[src/rde_pkg.sv]
// ----------------------------------------------------------------------------
// rde_pkg
// Shared widths, reset values and parameter defaults for the radix digit
// emitter.
// ----------------------------------------------------------------------------
package rde_pkg;

  localparam int VALUE_BITS          = 32;  // width of the input value port
  localparam int DIGIT_BITS          = 6;   // width of one digit
  localparam int RADIX_BITS          = 6;   // width of the radix register
  localparam int DEFAULT_VALUE_WIDTH = 32;
  localparam int DEFAULT_STACK_DEPTH = 32;

  localparam logic [RADIX_BITS-1:0] RADIX_RESET = 6'd2;
  localparam logic [RADIX_BITS-1:0] RADIX_MIN   = 6'd2;

endpackage

[src/rde_divider.sv]
// ----------------------------------------------------------------------------
// rde_divider
// Restoring divider: one quotient bit per cycle, dividing the running
// quotient by the radix.
// ----------------------------------------------------------------------------
module rde_divider #(
  parameter int VALUE_WIDTH = rde_pkg::DEFAULT_VALUE_WIDTH
) (
  input  logic                            clk,
  input  logic                            rst,
  input  logic                            start,
  input  logic [VALUE_WIDTH-1:0]          dividend,
  input  logic [rde_pkg::RADIX_BITS-1:0]  base,
  output logic                            done,
  output logic [VALUE_WIDTH-1:0]          quotient,
  output logic [rde_pkg::DIGIT_BITS-1:0]  remainder
);

  localparam int CW = $clog2(VALUE_WIDTH);

  logic                           busy;
  logic [CW-1:0]                  cnt;
  logic [rde_pkg::DIGIT_BITS:0]   rem_sh;
  logic [rde_pkg::DIGIT_BITS:0]   diff;
  logic                           ge;

  // Shift in the next dividend bit and try to subtract the base.
  assign rem_sh = {remainder, quotient[VALUE_WIDTH-1]};
  assign diff   = rem_sh - {1'b0, base};
  assign ge     = (rem_sh >= {1'b0, base});

  always_ff @(posedge clk) begin
    if (rst) begin
      busy <= 1'b0;
      done <= 1'b0;
      cnt  <= '0;
    end else begin
      done <= 1'b0;
      if (start) begin
        busy <= 1'b1;
        cnt  <= '0;
      end else if (busy) begin
        cnt <= cnt + 1'b1;
        if (cnt == CW'(VALUE_WIDTH - 1)) begin
          busy <= 1'b0;
          done <= 1'b1;
        end
      end
    end
  end

  always_ff @(posedge clk) begin
    if (start) begin
      quotient  <= dividend;
      remainder <= '0;
    end else if (busy) begin
      quotient  <= {quotient[VALUE_WIDTH-2:0], ge};
      remainder <= ge ? diff[rde_pkg::DIGIT_BITS-1:0] : rem_sh[rde_pkg::DIGIT_BITS-1:0];
    end
  end

endmodule

[src/rde_digit_stack.sv]
// ----------------------------------------------------------------------------
// rde_digit_stack
// Digit storage: one write port, one read port with registered read data.
// ----------------------------------------------------------------------------
module rde_digit_stack #(
  parameter int STACK_DEPTH = rde_pkg::DEFAULT_STACK_DEPTH
) (
  input  logic                                clk,
  input  logic                                wr_en,
  input  logic [$clog2(STACK_DEPTH)-1:0]      wr_addr,
  input  logic [rde_pkg::DIGIT_BITS-1:0]      wr_data,
  input  logic                                rd_en,
  input  logic [$clog2(STACK_DEPTH)-1:0]      rd_addr,
  output logic [rde_pkg::DIGIT_BITS-1:0]      rd_data
);

  logic [rde_pkg::DIGIT_BITS-1:0] mem [STACK_DEPTH];

  always_ff @(posedge clk) begin
    if (wr_en) begin
      mem[wr_addr] <= wr_data;
    end
  end

  always_ff @(posedge clk) begin
    if (rd_en) begin
      rd_data <= mem[rd_addr];
    end
  end

endmodule

[src/radix_digit_emitter_unit.sv]
// ----------------------------------------------------------------------------
// radix_digit_emitter_unit
// Converts an unsigned value to the programmed radix by repeated division,
// stacks the remainders and emits the digits most significant first.
// ----------------------------------------------------------------------------
//
//   channel  | signals                         | direction | transaction
//   ---------+---------------------------------+-----------+---------------------
//   input    | in_valid, in_ready, value       | in        | one value to convert
//   output   | out_valid, out_ready, digit,    | out       | one digit, last flag
//            | last_digit                      |           |
//   config   | radix_we, radix_wdata           | in        | radix write, no wait
//
// Each digit costs one divider launch, a full bit-serial division and one
// push; each digit then drains through a stack read, an output load and
// the output transaction, which output stalls can hold.
// Reset: synchronous, active high; radix returns to 2, the stack is empty.
// Stalls: one value at a time; in_ready is high only while idle. A stalled
// output holds the digit until taken.
//
module radix_digit_emitter_unit #(
  parameter int VALUE_WIDTH = rde_pkg::DEFAULT_VALUE_WIDTH,
  parameter int STACK_DEPTH = rde_pkg::DEFAULT_STACK_DEPTH
) (
  input  logic                            clk,
  input  logic                            rst,
  input  logic                            in_valid,
  output logic                            in_ready,
  input  logic [rde_pkg::VALUE_BITS-1:0]  value,
  output logic                            out_valid,
  input  logic                            out_ready,
  output logic [rde_pkg::DIGIT_BITS-1:0]  digit,
  output logic                            last_digit,
  input  logic                            radix_we,
  input  logic [rde_pkg::RADIX_BITS-1:0]  radix_wdata
);

  localparam int PW   = $clog2(STACK_DEPTH);
  localparam int CNTW = $clog2(STACK_DEPTH + 1);
  localparam int EXTW = VALUE_WIDTH + rde_pkg::VALUE_BITS;

  localparam logic [2:0] ST_IDLE     = 3'd0;
  localparam logic [2:0] ST_START    = 3'd1;
  localparam logic [2:0] ST_DIV      = 3'd2;
  localparam logic [2:0] ST_DRAIN_RD = 3'd3;
  localparam logic [2:0] ST_LOAD     = 3'd4;
  localparam logic [2:0] ST_EMIT     = 3'd5;

  logic [2:0]                       state;
  logic [rde_pkg::RADIX_BITS-1:0]   radix;
  logic [rde_pkg::RADIX_BITS-1:0]   base;
  logic [VALUE_WIDTH-1:0]           quotient;
  logic [CNTW-1:0]                  top;
  logic [CNTW-1:0]                  top_m1;
  logic [EXTW-1:0]                  value_ext;
  logic [VALUE_WIDTH-1:0]           value_in;

  logic                             div_start;
  logic                             div_done;
  logic [VALUE_WIDTH-1:0]           div_quotient;
  logic [rde_pkg::DIGIT_BITS-1:0]   div_remainder;

  logic                             wr_en;
  logic [PW-1:0]                    wr_addr;
  logic [rde_pkg::DIGIT_BITS-1:0]   wr_data;
  logic                             rd_en;
  logic [rde_pkg::DIGIT_BITS-1:0]   rd_data;

  logic                             in_fire;
  logic                             stack_room;

  // Keep only the low VALUE_WIDTH bits of the port, zero-extend when wider.
  assign value_ext = {{VALUE_WIDTH{1'b0}}, value};
  assign value_in  = value_ext[VALUE_WIDTH-1:0];

  // Radix zero or one runs as radix 2 so the division always ends.
  assign base = (radix < rde_pkg::RADIX_MIN) ? rde_pkg::RADIX_MIN : radix;

  assign in_ready   = (state == ST_IDLE);
  assign in_fire    = in_valid && in_ready;
  assign out_valid  = (state == ST_EMIT);
  assign top_m1     = top - 1'b1;
  assign stack_room = (top < CNTW'(STACK_DEPTH));

  assign div_start  = (state == ST_START);
  assign rd_en      = (state == ST_DRAIN_RD);

  // Push a zero digit for a zero value; otherwise push each remainder while
  // the stack has room, and drop it once full.
  always_comb begin
    wr_en   = 1'b0;
    wr_addr = top[PW-1:0];
    wr_data = div_remainder;
    if (in_fire && (value_in == '0)) begin
      wr_en   = 1'b1;
      wr_addr = '0;
      wr_data = '0;
    end else if ((state == ST_DIV) && div_done && stack_room) begin
      wr_en = 1'b1;
    end
  end

  always_ff @(posedge clk) begin
    if (rst) begin
      radix <= rde_pkg::RADIX_RESET;
    end else if (radix_we) begin
      radix <= radix_wdata;
    end
  end

  always_ff @(posedge clk) begin
    if (rst) begin
      state <= ST_IDLE;
      top   <= '0;
    end else begin
      unique case (state)
        ST_IDLE: begin
          if (in_fire) begin
            if (value_in == '0) begin
              top   <= CNTW'(1);
              state <= ST_DRAIN_RD;
            end else begin
              top   <= '0;
              state <= ST_START;
            end
          end
        end
        ST_START: begin
          state <= ST_DIV;
        end
        ST_DIV: begin
          // Advance the quotient; stop dividing once it reaches zero.
          if (div_done) begin
            if (stack_room) begin
              top <= top + 1'b1;
            end
            state <= (div_quotient == '0) ? ST_DRAIN_RD : ST_START;
          end
        end
        ST_DRAIN_RD: begin
          top   <= top_m1;
          state <= ST_LOAD;
        end
        ST_LOAD: begin
          state <= ST_EMIT;
        end
        ST_EMIT: begin
          if (out_ready) begin
            state <= (top == '0) ? ST_IDLE : ST_DRAIN_RD;
          end
        end
        default: begin
          state <= ST_IDLE;
        end
      endcase
    end
  end

  // Running quotient between divisions.
  always_ff @(posedge clk) begin
    if (in_fire) begin
      quotient <= value_in;
    end else if ((state == ST_DIV) && div_done) begin
      quotient <= div_quotient;
    end
  end

  // Output register: hold the popped digit until the transaction completes.
  always_ff @(posedge clk) begin
    if (state == ST_LOAD) begin
      digit      <= rd_data;
      last_digit <= (top == '0);
    end
  end

  rde_divider #(
    .VALUE_WIDTH (VALUE_WIDTH)
  ) u_divider (
    .clk       (clk),
    .rst       (rst),
    .start     (div_start),
    .dividend  (quotient),
    .base      (base),
    .done      (div_done),
    .quotient  (div_quotient),
    .remainder (div_remainder)
  );

  rde_digit_stack #(
    .STACK_DEPTH (STACK_DEPTH)
  ) u_stack (
    .clk     (clk),
    .wr_en   (wr_en),
    .wr_addr (wr_addr),
    .wr_data (wr_data),
    .rd_en   (rd_en),
    .rd_addr (top_m1[PW-1:0]),
    .rd_data (rd_data)
  );

endmodule
[config.mk]
export PLATFORM = sky130hd
export DESIGN_NAME = radix_digit_emitter_unit
export DESIGN_NICKNAME = d
export VERILOG_FILES = /design/src/rde_pkg.sv /design/src/rde_divider.sv /design/src/rde_digit_stack.sv /design/src/radix_digit_emitter_unit.sv
export SDC_FILE = /design/constraint.sdc
export NUM_CORES = 1
export LEC_CHECK = 0
export BUFFER_PORTS_ARGS = -buffer_cell sky130_fd_sc_hd__buf_2
export CAP_MARGIN = 20
export CORE_MARGIN = 2
export CORE_UTILIZATION = 60
export DETAILED_ROUTE_END_ITERATION = 16
export PLACE_DENSITY = 0.88
export SYNTH_ARGS = -nofsm -noshare
export SYNTH_HDL_FRONTEND = slang
export SYNTH_SLANG_ARGS = --single-unit
[constraint.sdc]
create_clock -name clk -period 7.3 [get_ports clk]
set_clock_uncertainty 0.1 [all_clocks]
set_input_delay 1.095 -clock clk [delete_from_list [all_inputs] [get_ports clk]]
set_output_delay 1.095 -clock clk [all_outputs]
set_load 0.005 [all_outputs]
After elaboration in Yosys (flattened, before gate mapping) --
Memories as Yosys holds them, arrays and structs flattened. A register that Yosys moved wholly into a read port is not among the register bits. Cells that the tools add are included.
Storage, ports and cells: bits in latches 0, bits in registers 99, memories kept 1, output and inout port bits 9, memory bits (read-only) 0, memory bits (writable) 192, logic and storage cells 73, input port bits 43
Memories:
- u_stack.mem | words 32, bits a word 6, rd ports 1, clocked after memory_dff 1, wr ports 1, RTL line rde_digit_stack.sv:17 | logic [rde_pkg::DIGIT_BITS-1:0] mem [STACK_DEPTH];
Operators by class: $mul 0, bitwise operators 1, shifts and indexed selects 0, reductions and logical operators 15, $add $sub $neg 4, divide/modulo/power cells 0, order comparisons 3, equal/unequal tests 10, mux-type cells 28
Operators by type and width (count):
- $mux 32 | 4
- $logic_not 32->1 | 2
- $mux 6 | 6
- $pmux 3 s6 | 1
- $pmux 6 s3 | 1
- $mux 1 | 9
- $mux 3 | 3
- $ge 7x6->1 | 1
- $add 6x1->6 const B | 1
- $eq 3x2->1 const B | 2
- $eq 3x3->1 const B | 2
- $logic_not 6->1 | 1
- $lt 6x2->1 const B | 1
- $lt 6x6->1 const B | 1
- $mux 2 | 3
- $ne 2x1->1 const B | 3
- $sub 6x1->6 const B | 1
- $sub 6x6->6 | 1
- $add 5x1->5 const B | 1
- $eq 5x5->1 const B | 1
- $mux 5 | 1
- $logic_and 1x1->1 | 4
- $reduce_and 4->1 | 1
- $reduce_bool 2->1 | 2
- 8 further kinds | 8

Longest topological paths before layout --
Gate-level depths: netlist of run 1.
depth after elaboration 7, gate-level depth with buffers 11, depth with buffers taken out 10

Modules after synthesis --
From an unflattened synthesis of run 1, not the netlist that was laid out.
Unflattened totals: cells, all modules 747, area total of the unflattened synthesis 12712.2 um2
By module, submodules not included:
- rde_digit_stack | times used 1, cells each 323, area an instance 7649.8 um2, sequential area each 5945.7 um2
- radix_digit_emitter_unit | times used 1, cells each 250, area an instance 2846.5 um2, sequential area each 1471.4 um2
- rde_divider | times used 1, cells each 174, area an instance 2215.9 um2, sequential area each 1221.2 um2

Least setup slack after synthesis of run 1 --
OpenSTA, ideal clock, no wires.
path type flip-flop to flip-flop, from reg top[0], to reg u_stack.rd_data[0] in the netlist's numbering (read register of u_stack.mem), data pin, required time 6.929 ns, setup time 0.271 ns, data arrival time 2.521 ns, path slack 4.408 ns, period minus slack after synthesis 2.892 ns, path buffers 4, stages on the path, launching flop included 11, cells stage by stage dfxtp_1 buf_4 buf_2 inv_1 ha_1 buf_2 clkbuf_1 mux4_2 mux2i_1 o22a_1 o221ai_1
Between the ends: longest elaborated chain between the ends 1
Ends and longest elaborated chain:
- start, declared | RTL line radix_digit_emitter_unit.sv:53 | logic [CNTW-1:0] top;
- start signal, assigned | RTL line radix_digit_emitter_unit.sv:135 | top <= top + 1'b1;
- start signal, assigned | RTL line radix_digit_emitter_unit.sv:141 | top <= top_m1;
- $sub 6x1->6 | RTL line radix_digit_emitter_unit.sv:82 | assign top_m1 = top - 1'b1;
- end, declared | RTL line rde_digit_stack.sv:14 | output logic [rde_pkg::DIGIT_BITS-1:0] rd_data
No other way between the ends. A chain may end at the register's enable or synchronous reset.

Worst setup path after layout of run 1 --
from reg top[0], to reg u_stack.rd_data[4] in the netlist's numbering (read register of u_stack.mem), data pin
The elaborated chain is that of the path after synthesis.

==> results.txt, run 1 <==
The portion of total power attributed to the clock network is 0.348, and the number of I/O pins is 52. Entering global routing, the biggest net connects 60 pins. The tree built by TritonCTS fans out to 297 sinks. The cell with the most instances after synthesis was sky130_fd_sc_hd__edfxtp_1.

In this run the critical register-to-register path is captured at u_stack.rd_data[4]. The startpoint-to-endpoint class of the critical path was reg -> reg. The flow ran to the end, and the final reports show no timing, DRC or antenna violations. The share of flip-flops with an asynchronous set or reset came out at 0.

From synthesis to final layout, the design area changed by 12.77%. The number of standard cells after synthesis came out at 879. The final standard cell utilization of the core came out at 0.6924. The worst hold path terminates at digit[2]. Yosys printed 0 warnings. The maximum achievable frequency was 0.2977 GHz; the placer's final routability congestion estimate was 0.8147. The tools report the global routing usage on met3 as 0.03988. Register-to-register path setup slack: 3.94 ns. The number of violations of the max-capacitance limit was 0. The cell that appears most often on the critical path is sky130_fd_sc_hd__mux4_2. For the global routing usage on met2, the log shows 0.4324.

By count the netlist is led by sky130_fd_sc_hd__edfxtp_1 (269), sky130_fd_sc_hd__nand2_1 (221), sky130_fd_sc_hd__nor2_1 (62), sky130_fd_sc_hd__mux4_2 (50), sky130_fd_sc_hd__mux2i_1 (30). CTS root buffer: sky130_fd_sc_hd__clkbuf_16. After synthesis, the cell types taking the most area are sky130_fd_sc_hd__edfxtp_1 (65%), sky130_fd_sc_hd__mux4_2 (9.0%), sky130_fd_sc_hd__nand2_1 (6.6%). The design draws 4.333 mW. The number of enable flip-flop cells after synthesis is 269. The part of the cycle the worst path needs is 0.4601, and the internal power consumption is 3.213 mW. Buffers placed on the I/O ports in this run total 51.

Broken down by cell family, the worst path's largest delay share belongs to multiplexers. The tools report the proportion of power drawn by combinational gates as 0.154. The floorplan has 52 rows. The areal power density over the cells is 307.3 mW/mm^2, and the residual antenna-violating net count after detailed routing is 0.

For this block, the initial DRC count from the detailed router was 897. TritonCTS built the clock tree. The slowest stage of the critical path belongs to the cell sky130_fd_sc_hd__dfxtp_4.

When the netlist entered floorplanning its net count stood at 934. The worst path needs 3.359 ns of the cycle, external delays included. The tools report the critical register-to-register path startpoint as top[0]. The tools report the number of hold-repair buffers added at the cts stage as 0. The final-layout worst hold slack came out at 0.3304 ns. The number of H-tree levels is 1, and the average vias per placed instance is 6.228. The peak ir drop on the vdd network was 0.0002379 V; the count of cells along the worst register-to-register path was 6.

The wire length of the first global-routing pass is 42,570 um. The fraction of final layout cells with drive strength greater than 1 is 0.1848. The delay of the slowest critical-path stage was 0.62 ns.

The global-route usage over all layers came out at 0.2538. The count of cell types in the netlist is 45, and the initial core utilization is 0.6140. The register bit count reported by yosys is 297.

For the worst setup path, the data required time is 7.50 ns. The run gives 4.978 nW as the cell leakage power. Global routing finished with a remaining overflow of 0. The routed layout has 7,660 vias. The x dimension of the die was 148.4 um; the worst path buffer plus inverter count was 2. The biggest area contributor in the post-synthesis netlist is sky130_fd_sc_hd__edfxtp_1. met2 is the most crowded layer.

The logs give 0.3398 for the met1 track utilization from global routing and 0.498 for the sequential power share. The run gives 1.120 mW as the switching power total. The prevailing post-synth register cell was sky130_fd_sc_hd__edfxtp_1. The sequential cell area fraction in the yosys report was 0.6909. Worst setup path startpoint: top[0]. The logs give 0 for the setup-violating endpoint count in the final report and 0 for the remaining design rule violation count.

In this run, CTS created clock tree buffers numbering 29. The worst hold path begins at u_stack.rd_data[2]. Top-area cell type share of the netlist area: 0.6461. The tightest min-delay check is of the reg -> reg type.

The final number of hold-violating endpoints is 0, and the total negative setup slack is 0 ns. The signal on the critical path passes through inv_1 > ha_2 > buf_4 > mux4_2 > mux4_2 > mux2_2. Via count of the first global-routing pass: 7,596.

Detailed placement finished with a half-perimeter wire length of 16,410 um. Data arrival time at the worst-slack endpoint: 3.56 ns. Setup repair after global routing left no endpoint under its margin.

Net count reported at finish: 990. STA classifies the critical path startpoint as a register. The clock passes through at most 3 buffers.

After detailed routing, the average wire length per cell comes to 22.24 um. STA classifies the critical path endpoint as a register. The number of antenna violations at the first check in global routing was 2; the final-report max-slew violation count was 0. The mean area per synthesized cell was 14.22 um^2; the count of cells along the worst hold path was 0. The clock latency of the later-clocked register in the worst-skew pair came out at 0.54 ns. The worst relative slew slack came out at 0.3236. After synthesis the cells add up to 0.01250 mm^2.

The die covers 0.02201 mm^2. The clock transition at the registers of the reported paths was 0.07 ns. Die height: 148.4 um. The number of search-and-repair iterations in the first detailed-routing pass is 5, and the worst-path maximum fanout is 49. The switching share of power is 0.2585. In this run the standard cell core region covers 0.02036 mm^2.

After clock tree synthesis, the setup repair step added 0 buffers. For the pin with the worst max-slew slack, the measured transition is 1.007 ns. The run gives 27,350 um as the routed wire length. In this run, post-CTS repair resized a total of 0 instances.
power by group through the flow:
stage	clock (mW)	combinational, mW	sequential, mW
final	1.51	0.666	2.16
after global routing	1.58	0.734	2.17
after CTS	1.51	0.603	2.17
after detailed placement	0	0.592	2.21
after global placement	0	0.558	2.20
after floorplan	0	0.442	2.17
state kept, by name, indices dropped and copies added (netlist names):
signal / cells
u_divider.done: 1
u_divider.cnt: 5
quotient: 32
last_digit: 1
u_divider.busy: 1
radix: 6
u_divider.quotient: 32
digit: 6
u_stack.rd_data: 6
top: 6
u_divider.remainder: 6
state: 3
u_stack.mem: 192
worst register-to-register path, stage by stage, from the launching register on:
cell and delay, ns:
sky130_fd_sc_hd__dfxtp_4 0.62, sky130_fd_sc_hd__inv_1 0.22, sky130_fd_sc_hd__ha_2 0.37, sky130_fd_sc_hd__buf_4 0.55, sky130_fd_sc_hd__mux4_2 0.48, sky130_fd_sc_hd__mux4_2 0.50, sky130_fd_sc_hd__mux2_2 0.28
layout by cell type, fill, tap and decap left out, drive strengths merged, types with 12 or more instances in the layout:
master / n
edfxtp: 269
nand2: 221
buf: 66
nor2: 62
mux4: 50
clkbuf: 33
mux2i: 30
dfxtp: 28
inv: 18
nor4: 17
o21ai: 14
nand3: 13
clkinv: 13
a21oi: 12
nor2b: 12
how the worst max path moves through the flow:
stage,to,slack [ns],depth (start not counted)
2_1_floorplan,u_stack.rd_data[0],4.41,10
5_1_grt,u_stack.rd_data[4],3.86,6
6_report,u_stack.rd_data[4],3.94,6
4_1_cts,u_stack.rd_data[4],3.33,6
3_5_place_dp,u_stack.rd_data[4],3.38,6
3_3_place_gp,u_stack.rd_data[4],3.49,6
cell families after synthesis:
| group | Yosys count | share of synthesized area |
|---|---|---|
| mux | 81 | 0.1150 |
| xor+xnor | 10 | 0.007005 |
| buf+inv | 58 | 0.01941 |
| flops | 297 | 0.6909 |
| fa+ha+maj | 12 | 0.01261 |
| compound gates | 58 | 0.03062 |
| simple gates | 363 | 0.1245 |
layer usage:
metal | vias to the layer above | share of wire
met3 | 73 | 0.083
li1 | 3388 | -
met2 | 449 | 0.51
met4 | 0 | 0.031
met1 | 3750 | 0.38
met5 | - | 0
final cells by class:
cell class,count,area (um^2)
Antenna cell,2,5.005
Clock buffer,32,737.0
Clock inverter,22,224.0
Fill cell,1240,6265
Inverter,16,60.06
Multi-Input combinational cell,524,3650
Sequential cell,297,8642
Tap cell,270,337.8
Timing Repair Buffer,67,444.2
through the flow:
stage | cells | setup slack [ns] | cell area [um^2]
CTS | 1219 | 3.328 | 13960
detailed placement | 1165 | 3.380 | 13000
global placement | 1165 | 3.488 | 13000
floorplan | 879 | 4.408 | 12500
finish | 1230 | 3.941 | 14100
global route | 1229 | 3.861 | 14100
Note: power is estimated with default switching activity, not from simulation.
==> inputs of run 2 (changes only) <==
Settings changed: CORE_UTILIZATION 60 to 55, PLACE_DENSITY 0.88 to 0.85.
Clock period 7.3 ns to 3.05 ns, I/O delays scaled along.
==> results.txt, run 2 (synthesized netlist as in run 1, its figures left out) <==
The logs give 0 (unchanged) for the total congestion overflow after global routing and 297 (unchanged) for the total number of clock tree sinks. The sum of net half-perimeters after detailed placement is 16,360 um (-0.29%), and the residual antenna-violating net count after detailed routing is 0 (unchanged). For the met1 track utilization from global routing, the log shows 0.2928 (-0.04701).

The most common cell after layout, fill and taps aside is sky130_fd_sc_hd__edfxtp_1. Data arrival time at the worst-slack endpoint: 3.00 ns (-0.56 ns). The number of H-tree levels was 1 (unchanged); the setup-violating endpoint count in the final report was 0 (unchanged). Walking the worst path, the cells encountered are nand2b_1 > nor2_1 > nand2_1 > nor2_1 > nand3_1 > nor2_1. Filler cell count in the final layout: 1,547 (+25%). The cell leakage power is 5.008 nW (+0.61%). In this run the clock root is driven by a sky130_fd_sc_hd__clkbuf_16. The number of placed instances with taps included is 1,210 (+3.9%). The tools report the placer's final routability congestion estimate as 0.8564 (+5.1%). The overall power consumption was 9.964 mW (+130%).

By startpoint and endpoint, the worst setup path is classified as reg -> reg. The tools report the total core area as 0.02250 mm^2 (+11%). The fraction of final layout cells with drive strength greater than 1 was 0.1969 (+0.01216). The clock transition at the registers of the reported paths works out to 0.06 ns (about the same). The most numerous cell type found on the critical path is sky130_fd_sc_hd__nor2_1. Setup repair after global routing could not meet its margin everywhere. Most congested layer reported by global routing: met2.

The tools report the number of antenna violations at the first check in global routing as 0 (-2). The final worst-path setup slack came out at 0.1533 ns (-3.788 ns). The top cell types in the final layout, fill and taps aside, are sky130_fd_sc_hd__edfxtp_1 (269), sky130_fd_sc_hd__nand2_1 (221), sky130_fd_sc_hd__nor2_1 (56), sky130_fd_sc_hd__buf_2 (51), sky130_fd_sc_hd__mux4_2 (50). The logs give 0.04343 (+0.003552) for the global routing usage on met3 and 5 (unchanged) for the number of search-and-repair iterations in the first detailed-routing pass. For the flip-flop and latch area, the log shows 0.008642 mm^2 (unchanged). Global-route usage over all layers: 0.2177 (-0.03614).

The run gives 0.0006910 V (+190%) as the peak ir drop on the vdd network. The final standard cell utilization of the core is 0.6273 (-0.06507). The run gives 0.3452 GHz (+16%) as the maximum achievable frequency. The number of rows created at floorplan was 55 (+5.8%). The full die area is 0.02396 mm^2 (+8.8%).

The largest registers in the layout are u_stack.mem (192), quotient (32), u_divider.quotient (32). The delay of the slowest critical-path stage was 0.57 ns (-0.05 ns); the average wire length per cell after detail routing was 20.42 um (-8.2%). The deepest clock path buffer count came out at 3 (unchanged). The area of the multi-input gates was 0.003661 mm^2 (+0.31%). Final cell count without fillers: 1,260 (+2.4%). The initial detailed-routing violation count is 731 (-19%), and the antenna diode count is 0 (-2).

The routed wire length was 25,730 um (-5.9%). The run finished with clean final reports. The highest-delay cell along the critical path is sky130_fd_sc_hd__nor2_1.

The worst-path maximum fanout came out at 10 (-80%). The pin count of the biggest net entering global routing was 59 (-1.7%); the number of flip-flops under the largest register name was 192 (unchanged). The buffers inserted during post-CTS setup optimization was 0 (unchanged); the part of the cycle the worst path needs was 0.9497 (+0.4896).

The number of I/O pins came out at 52 (unchanged). The die height is 154.8 um (+4.3%), and the number of port buffers is 51 (unchanged). Final number of hold-violating endpoints: 0 (unchanged). For the global routing usage on met2, the log shows 0.3622 (-0.07016). The required arrival time at the worst endpoint is 3.15 ns (-4.35 ns).

TritonCTS built the clock tree. Largest register by flop count: u_stack.mem. The x dimension of the die is 154.8 um (+4.3%), and the areal power density over the cells is 705.8 mW/mm^2 (+130%). The tools report the remaining design rule violation count as 0 (unchanged). The kind of end point of the critical path is a register.

The final-report max-slew violation count was 0 (unchanged); the worst-margin pin slew was 0.8301 ns (-0.1768 ns). The tools report the worst-case setup slack after placement as 0.05411 ns (-3.326 ns). The net count reported at finish was 1,011 (+2.1%); the initial core utilization was 0.5556 (-0.05834). The signed area change from the synthesized netlist to the final layout is 12.90%. The clock buffer count from CTS came out at 29 (unchanged).

The final critical-path required period works out to 2.897 ns (-0.4623 ns). STA classifies the critical path startpoint as a register. The worst relative slew slack is 0.4454 (+0.1219), and the via count of the first global-routing pass is 7,428 (-2.2%). The worst min-delay path class is in -> reg. The tools report the clock latency of the later-clocked register in the worst-skew pair as 0.56 ns (+0.02 ns).

The via count was 7,573 (-1.1%). The average vias per placed instance was 6.010 (-3.5%). The number of violations of the max-capacitance limit is 0 (unchanged). The wire length of the first global-routing pass is 40,270 um (-5.4%).
[run 2: changes by cell type in the layout (fill, tap and decap cells not counted), moves of 3 or more]
cell                        delta
sky130_fd_sc_hd__clkbuf_1      +9
sky130_fd_sc_hd__clkinv_1      -3
sky130_fd_sc_hd__nor2_1        -3
sky130_fd_sc_hd__clkinv_2      -4
sky130_fd_sc_hd__nor2_2        +3
sky130_fd_sc_hd__bufinv_16     -4
sky130_fd_sc_hd__buf_4        +28
sky130_fd_sc_hd__buf_8         -6
[run 2: path summary, 6_finish.rpt]
check | startpoint | cells past startpoint | slack, ns | endpoint
max | state[2] | 6 | 0.15 | u_stack.mem[7][3]
max reg2reg | state[2] | 6 | 0.15 | u_stack.mem[7][3]
min reg2reg | u_stack.rd_data[5] | 0 | 0.32 | digit[5]
min | radix_wdata[1] | 3 | 0.03 | radix[1]
[run 2: final cells by class]
type | count | share of cell area
Clock inverter | 9 | 0.004786
Inverter | 16 | 0.004255
Timing Repair Buffer | 88 | 0.03953
Tap cell | 285 | 0.02526
Sequential cell | 297 | 0.6122
Multi-Input combinational cell | 524 | 0.2594
Clock buffer | 41 | 0.05460
[run 2: per-stage QoR]
stage | instance area [um^2] | TNS (ns) | hold slack, ns
2_1_floorplan | 12500 | 0 | 0.3003
3_3_place_gp | 13270 | 0 | 0.3044
3_5_place_dp | 13270 | 0 | 0.3080
4_1_cts | 14100 | 0 | 0.02647
5_1_grt | 14120 | -0.08588 | 0.03139
6_report | 14120 | 0 | 0.03050
[run 2: what timing repair did]
action | CTS | global route
setup endpoints to repair | 0 | 16
hold buffers | 0 | 0
resized for setup | 0 | 4
[run 2: layer usage]
metal,routed length (um),part of all wire,vias up
met5,0,0,-
li1,-,-,3417
met4,625,0.024,0
met1,10090,0.39,3717
met3,2273,0.088,51
met2,12740,0.50,388
[run 2: worst max-delay path: cells and delay by family, from the launching register on]
family	cells	cell delay (ns)
AND/OR/NAND/NOR	6	2.04
flip-flops	1	0.39
[run 2: power breakdown]
part           switching [mW]  internal (mW)
Clock                    1.44           1.76
Combinational            1.06          0.569
Sequential              0.119           5.01
Total                    2.62           7.35
